**src/sv/wfc_pkg.sv**
```systemverilog
package wfc_pkg;

	localparam int unsigned FRAME_BITS  = 36;
	localparam int unsigned WORD_BITS   = 32;
	localparam int unsigned KEY_BITS    = 8;
	localparam int unsigned TABLE_DEPTH = 256;
	localparam int unsigned MIN_GAP     = 2;

	localparam logic [31:0] MARKER_MASK = 32'h8000_0000;
	localparam logic [31:0] TEMP_MASK   = 32'h00ff_f000;
	localparam logic [31:0] HUM_MASK    = 32'h7f00_0000;
	localparam logic [31:0] BATT_MASK   = 32'h0000_0100;

	localparam logic [7:0]  HUM_OFFSET  = 8'd28;
	localparam logic [12:0] F_OFFSET    = 13'd320;
	// x / 10 == (x * 52429) >> 19 for every x below 2^16
	localparam logic [15:0] DIV10_RECIP = 16'd52429;
	localparam int unsigned DIV10_SHIFT = 19;

	typedef enum logic [1:0] {
		ST_OK,
		ST_BAD_SUM,
		ST_NO_MARKER,
		ST_BAD_SIGN
	} status_t;

	typedef enum logic [1:0] {
		KIND_UNCHANGED,
		KIND_TOO_SOON,
		KIND_CHANGED,
		KIND_FIRST
	} kind_t;

	typedef enum logic [1:0] {
		S_IDLE,
		S_READ,
		S_EVAL
	} state_t;

	typedef struct packed {
		status_t            status;
		logic [5:0]         sensor_code;
		logic [1:0]         channel;
		logic               battery_ok;
		logic signed [11:0] temp_c;
		logic signed [7:0]  humidity;
	} decode_t;

endpackage

```
**src/sv/wfc_decode.sv**
```systemverilog
module wfc_decode
	import wfc_pkg::*;
(
	input  logic [FRAME_BITS-1:0] frame,
	output decode_t               dec
);

	logic [3:0]  sum;
	logic [2:0]  sgn;
	logic [31:0] word;

	assign word = frame[WORD_BITS-1:0];
	assign sgn  = frame[23:21];

	always_comb begin
		sum = '0;
		for (int i = 0; i < 8; i++) begin
			sum = sum + word[4*i +: 4];
		end
	end

	always_comb begin
		if (sum != frame[35:32]) begin
			dec.status = ST_BAD_SUM;
		end else if ((word & MARKER_MASK) == '0) begin
			dec.status = ST_NO_MARKER;
		end else if (sgn != 3'b000 && sgn != 3'b111) begin
			dec.status = ST_BAD_SIGN;
		end else begin
			dec.status = ST_OK;
		end
		dec.sensor_code  = {word[7:6], word[3:0]};
		dec.channel      = {word[4], word[5]};
		dec.battery_ok   = ~word[8];
		dec.temp_c       = $signed(word[23:12]);
		dec.humidity     = $signed({1'b0, word[30:24]} - HUM_OFFSET);
	end

endmodule

```
**config.mk**
```make
export PLATFORM = sky130hd
export DESIGN_NAME = wfc_decode
export DESIGN_NICKNAME = d
export VERILOG_FILES = /design/src/sv/wfc_pkg.sv /design/src/sv/wfc_decode.sv
export SDC_FILE = /design/constraint.sdc
export NUM_CORES = 1
export LEC_CHECK = 0
export ABC_CLOCK_PERIOD_IN_PS = 4700
export BUFFER_PORTS_ARGS = -buffer_cell sky130_fd_sc_hd__buf_2
export CORE_MARGIN = 2
export CORE_UTILIZATION = 30
export DETAILED_ROUTE_END_ITERATION = 12
export SYNTH_ARGS = -nofsm -noshare
export SYNTH_HDL_FRONTEND = slang
export SYNTH_SLANG_ARGS = --single-unit
```
**constraint.sdc**
```tcl
create_clock -name vclk -period 4.7
set_input_delay 0.235 -clock vclk [all_inputs]
set_output_delay 0.235 -clock vclk [all_outputs]
set_load 0.01 [all_outputs]
```
# ---- Word level (Yosys, flattened, before mapping)
# Cells that the tools add are included.
dict set report totals {
  reg_bits 0
  in_bits 36
  out_inout_bits 31
  word_cells 17
}
dict set report classes {
  add_sub_neg 8
  eq_ne 2
  n_mux 3
  bitwise 1
  n_reduce_logical 3
}
# operator count
set op_table {}
lappend op_table {{$logic_not A32 Y1} 1}
lappend op_table {{$add A4 B4 Y4} 7}
lappend op_table {{$sub A7 B5 Y8 const B} 1}
lappend op_table {{$mux W2} 3}
lappend op_table {{$ne A4 B4 Y1} 1}
lappend op_table {{$ne A3 B3 Y1 const B} 1}
lappend op_table {{$reduce_bool A3 Y1} 1}
lappend op_table {{$logic_and A1 B1 Y1} 1}
lappend op_table {{$not A1 Y1} 1}

# ---- Depth between registers and ports, before layout
# Gate-level depths: netlist (run 1).
dict set report logic_depth {
  depth_word 9
  ltp_mapped 12
  mapped_depth_nobuf 12
}

# ---- Worst setup path after synthesis (run 1)
# OpenSTA, ideal clock, no wires.
dict set report synth_path {
  kind {input to output}
  startpoint {input port frame[2]}
  endpoint {output port dec[30] (netlist name)}
  t_arrival_ns 3.392
  t_required_ns 4.465
  path_slack_ns 1.073
  stages 12
  path_buffers 0
  path_cell_list {fa_1 -> inv_1 -> fa_1 -> fa_1 -> inv_1 -> fa_1 -> ha_1 -> xor2_1 -> xnor2_1 -> xnor2_1 -> xnor2_1 -> and3b_1}
}
# item line_no
set synth_rtl {}
lappend synth_rtl {{start, declared} wfc_decode.sv:4} ;# input logic [FRAME_BITS-1:0] frame,
lappend synth_rtl {{end, declared} wfc_decode.sv:5} ;# output decode_t dec

==> results.ini, run 1 <==
[yosys]
yosysTopAreaCellShare_pct=34.09
ys_seq_area_share_pct=0
ys_warn_count=0
syn-cell-area_sq_um=822.0
syn-num-nets=145
synth.distinct_cells=13
synth.area.top_cells=fa_1 34%, buf_4 20%, xnor2_1 17%, inv_1 8.2%, ha_1 7.6%
yosysTopAreaCell=fa_1
avgSynthCellArea_sq_um=9.134
postSynthCellCount=90

[setup_path]
cp_slowest_cell=fa_1
cpMostUsedCell=fa_1
path_max_fanout=2
slowest_delay_ns=0.54
critPathCaptureType=primary output
cp_top_family=adder cells
worstSetupPathType=primary input to primary output
critPathArrivalTime_ns=3.71
worstPathRequired_ns=4.47
worst_setup_path_start_kind=primary input
timing.critical_path.buf_inv=4
path_cells=buf_2 > fa_1 > inv_1 > fa_1 > fa_1 > inv_1 > fa_1 > ha_1 > xor2_1 > xnor2_1 > xnor2_1 > xnor2_1 > and3b_1 > buf_2

[layout]
num-clock-buffers=0
postLayoutCellArea_sq_um=1030
nFlopsAndLatches=0
seqCellArea_sq_um=0
nets=192
fill_cells=262
antenna_cells=0
drive_gt1_share_pct=50.37
fin_cells=165
area_growth_pct=25.27

[sta]
slew_headroom_pct=79.19
grt_setup_unrepaired=no
period_share_pct=83.85
hold_viol=0
slew_violations=0
worst_slew_pin_slew_ns=0.3098
setup_ws_ns=0.7590
tns_ns=0
setup_violations=0
fin_crit_ns=3.941
finalHoldWorstSlack_ns=0.6751
fmax_mhz=253.7

[cts]
cts_setup_buffers=0
cts_resized=0
hold_buffers=0

[global_routing]
grt_pass1_wl_mm=2.656
grt_pass1_vias=680
antenna_found_initial=0
overflow=0
grt_usage_pct=10.12
grt_start_max_net_pins=5

[hold_path]
min_path_type=primary input to primary output
min_path_cells=2
min_delay_worst_endpoint=dec[0]
hp-start=frame[24]

[place]
port_buffers=67
gp_congestion=0.7035
dpl.cell_count=165
dp_slack_ns=0.7750
hpwlAfterDp_mm=1.609
place_area_sq_um=1030

[floorplan]
num_rows=18
start_util_pct=32.30
die_y_microns=56.35
die_area_sq_um=3175
io_pins=67
fp.dieW_microns=56.35
coreArea_sq_um=2545

[drt]
ant_nets=0
drtIter0Drc=5
wl_per_cell_microns=9.855
drt_pass1_iterations=2
num_vias=681
routed_wl_mm=1.626
via_per_inst=4.127
drc=0

[run]
drv_cap=0

[pwr]
vdd_drop_max_mv=0.2301
p_per_area_nw_per_um2=275.3
leakage_uw=0.0005825

[status]
status=complete, no violations

cell type report:
type | instances | area (sq um) | share of cell area (%)
multi-input cells | 50 | 589.3 | 57.23
repair buffers | 67 | 335.3 | 32.56
inverters | 18 | 67.56 | 6.561
well taps | 30 | 37.54 | 3.645
cells in the mapped netlist:
cell and number:
buf_4 22, and3_1 1, or3_1 1, and3b_1 1, fa_1 14, nor3_1 1, xnor2_1 16, inv_1 18
nand3_1 4, xor2_1 5, a21boi_2 1, a21oi_1 1, ha_1 5
how the worst max path moves through the flow:
stage | cells past startpoint | startpoint | slack, ns | endpoint
after floorplan | 12 | frame[2] | 1.07 | dec[30]
after global placement | 14 | frame[2] | 0.82 | dec[30]
after detailed placement | 14 | frame[2] | 0.78 | dec[30]
after CTS | 14 | frame[2] | 0.74 | dec[30]
after global routing | 14 | frame[2] | 0.60 | dec[30]
final | 14 | frame[2] | 0.76 | dec[30]
stage by stage:
stage | power (uW) | utilization, %
floorplan | 220.3 | -
global placement | 279.4 | 40.46
finish | 283.5 | 40.46
detailed placement | 284.5 | 40.46
global route | 324.9 | 40.46
CTS | 288.2 | 40.46
layout by cell type (no fill, tap or decap):
cell	count
or3_1	1
xor2_1	5
a21oi_1	1
a21boi_2	1
xnor2_1	16
fa_1	14
nor3_1	1
ha_1	5
inv_1	18
nand3_1	4
and3b_1	1
and3_1	1
buf_2	67
cell families after synthesis:
group | share of synthesized area (%)
buf+inv | 28.31
xor+xnor | 22.37
fa+ha+maj | 41.70
simple gates | 5.632
compound gates | 1.978
power by group:
group | switching, uW | leakage (uW) | internal (uW)
sequential | 0 | 0 | 0
combinational | 143 | 0.000582 | 140
clock | 0 | 0 | 0
total | 143 | 0.000582 | 140
layer usage:
| metal | vias to the layer above | routed length, microns | GRT usage (%) | share of wire [%] |
|---|---|---|---|---|
| met4 | 0 | 21 | 1.020 | 1.3 |
| met3 | 2 | 151 | 0 | 9.3 |
| met5 | - | 0 | 0 | 0 |
| li1 | 336 | - | - | - |
| met1 | 297 | 613 | 11.90 | 38 |
| met2 | 46 | 840 | 20.84 | 52 |
(Power assumes the default switching activity.)
==> run 2, diff against run 1 <==
--- a/config.mk
+++ b/config.mk
@@ -5,7 +5,8 @@
 export SDC_FILE = /design/constraint.sdc
 export NUM_CORES = 1
 export LEC_CHECK = 0
-export ABC_CLOCK_PERIOD_IN_PS = 4700
+export ABC_AREA = 1
+export ABC_CLOCK_PERIOD_IN_PS = 3900
 export BUFFER_PORTS_ARGS = -buffer_cell sky130_fd_sc_hd__buf_2
 export CORE_MARGIN = 2
 export CORE_UTILIZATION = 30
==> constraint.sdc (replaced) <==
create_clock -name vclk -period 3.9
set_input_delay 0.195 -clock vclk [all_inputs]
set_output_delay 0.195 -clock vclk [all_outputs]
set_load 0.01 [all_outputs]
==> results.ini, run 2 <==
[pwr]
p_per_area_nw_per_um2=309.1  ; +12%
fin_total_pwr_uw=361.2  ; +27%
leakage_uw=0.0007334  ; +26%
p_int_uw=164.7  ; +17%
combPwrFrac_pct=100.0  ; about the same
seq_power_share_pct=0  ; unchanged
clock_power_share_pct=0  ; unchanged
switching_power_uw=196.5  ; +37%
p_sw_share_pct=54.39  ; +3.9 points
vdd_drop_max_mv=0.1007  ; -56%

[yosys]
postSynthCellCount=131  ; +46%
ys_seq_area_share_pct=0  ; unchanged
yosysTopAreaCellShare_pct=29.99  ; -4.1 points
yosys-top-cells-count=31 x inv_1, 26 x nand2_1, 22 x buf_4
yosysTopAreaCell=fa_1
ys_warn_count=0  ; unchanged
synth.area.top_cells=fa_1 30%, buf_4 18%, inv_1 12%, nand2_1 10%, ha_1 6.7%
syn-cell-area_sq_um=934.6  ; +14%
avgSynthCellArea_sq_um=7.135  ; -22%
synth.distinct_cells=16  ; +3
yosysMostFrequentCell=inv_1
syn-num-nets=186  ; +28%

[layout]
postLayoutCellArea_sq_um=1169  ; +13%
layout_commonest_cell=buf_2
fill_cells=337  ; +29%
postLayoutCoreUtil_pct=38.92  ; -1.5 points
num-clock-buffers=0  ; unchanged
drive_gt1_share_pct=43.75  ; -6.6 points
antenna_cells=0  ; unchanged
final_cell_mix=67 x buf_2, 31 x inv_1, 25 x nand2_1
nets=233  ; +21%
seqCellArea_sq_um=0  ; unchanged
area_growth_pct=25.03
nFlopsAndLatches=0  ; unchanged
multi_input_area_sq_um=675.6  ; +15%

[global_routing]
grt_pass1_wl_mm=2.808  ; +5.7%
antenna_found_initial=0  ; unchanged
grt_start_max_net_pins=6  ; +1
grt_pass1_vias=740  ; +8.8%
overflow=0  ; unchanged
grt_usage_pct=9.728  ; -0.39 points

[place]
hpwlAfterDp_mm=1.705  ; +6.0%
place_area_sq_um=1146  ; +11%
dp_slack_ns=0.1058  ; -0.6692 ns
port_buffers=67  ; unchanged
gp_congestion=0.7314  ; +4.0%

[sta]
slew_headroom_pct=84.20  ; +5.0 points
fin_crit_ns=3.652
fmax_mhz=273.8
period_share_pct=93.64
worst_slew_pin_slew_ns=0.2353  ; -0.07446 ns
tns_ns=0  ; unchanged
grt_setup_unrepaired=no
setup_violations=0  ; unchanged
hold_viol=0  ; unchanged
slew_violations=0  ; unchanged
setup_ws_ns=0.2479  ; -0.5111 ns

[setup_path]
worstPathRequired_ns=3.70  ; -0.77 ns
critPathArrivalTime_ns=3.46  ; -0.25 ns
worst_setup_path_start_kind=primary input
worstSetupPathType=primary input to primary output
path_max_fanout=2  ; unchanged
critPathCaptureType=primary output

[drt]
ant_nets=0  ; unchanged
drc=0  ; unchanged
drtIter0Drc=11  ; +6
num_vias=846  ; +24%
routed_wl_mm=1.737  ; +6.8%
drt_pass1_iterations=4  ; +2
wl_per_cell_microns=8.311  ; -16%
via_per_inst=4.048  ; -1.9%

[floorplan]
start_util_pct=31.12  ; -1.2 points
coreArea_sq_um=3003  ; +18%
num_rows=20  ; +2
io_pins=67  ; unchanged
fp.dieW_microns=59.82  ; +6.2%
die_y_microns=59.82  ; +6.2%
die_area_sq_um=3578  ; +13%

[status]
status=complete, no violations

[run]
drv_cap=0  ; unchanged

[cts]
cts_setup_buffers=0  ; unchanged
hold_buffers=0  ; unchanged

[hold_path]
min_path_type=primary input to primary output

==> run 2: cell count changes after synthesis, moves of 2 or more <==
cell	delta
nand2_1	+26
inv_1	+13
xnor2_1	-11
nor2_1	+7
nand2_2	+3
xor2_1	+2
==> run 2: kinds of logic (layout without fill, tap and decap cells) <==
| family | Yosys count | count (layout) | synth area share, % |
|---|---|---|---|
| simple gates | 45 | 45 | 20.88 |
| buf+inv | 53 | 98 | 30.12 |
| fa+ha+maj | 19 | 19 | 36.68 |
| xor+xnor | 12 | 12 | 11.24 |
| compound gates | 2 | 2 | 1.070 |
==> run 2: final cells by class <==
cell class | instances | area share [%]
Tap cell | 33 | 3.533
Inverter | 31 | 9.957
Multi-Input combinational cell | 78 | 57.82
Timing Repair Buffer | 67 | 28.69
==> run 2: power by group through the flow <==
stage                     logic [uW]  registers [uW]  clock network, uW
after detailed placement         339               0                  0
after global routing             423               0                  0
after global placement           339               0                  0
after floorplan                  269               0                  0
after CTS                        342               0                  0
final                            361               0                  0
==> run 2: repair_timing <==
item | 4_1_cts | 5_1_grt
setup endpoints to repair | 0 | 2
hold endpoints to repair | 0 | 0
gates resized for setup | 0 | 5
==> run 2: layer usage <==
metal	part of all wire (%)	GRT usage [%]	vias up
li1	-	-	448
met1	41	12.42	366
met2	52	18.63	32
met3	7.4	0.8658	0
met4	0	0	0
met5	0	0	-
==> run 2: path summary, 6_finish.rpt <==
check / slack, ns / depth (start not counted) / endpoint / startpoint
min: 0.59 / 2 / dec[1] / frame[25]
max: 0.25 / 19 / dec[30] / frame[14]
==> run 2: critical path, cell delays in order <==
cell and delay (ns):
buf_2 0.12, fa_1 0.52, inv_1 0.05, fa_1 0.50, fa_1 0.54, inv_1 0.05
fa_1 0.43, ha_2 0.20, xnor2_2 0.13, inv_1 0.06, nand2_2 0.05, nand2_1 0.06
nand2_1 0.04, nand2_1 0.07, inv_1 0.05, nand3_2 0.08, nand3_2 0.08, nor2_2 0.10
buf_2 0.13
==> run 2: stage by stage <==
| stage | std cells | hold WS, ns |
|---|---|---|
| finish | 209 | 0.5889 |
| global route | 209 | 0.6022 |
| CTS | 209 | 0.5899 |
| detailed placement | 209 | 0.5907 |
| global placement | 209 | 0.5983 |
| floorplan | 131 | 0.4335 |
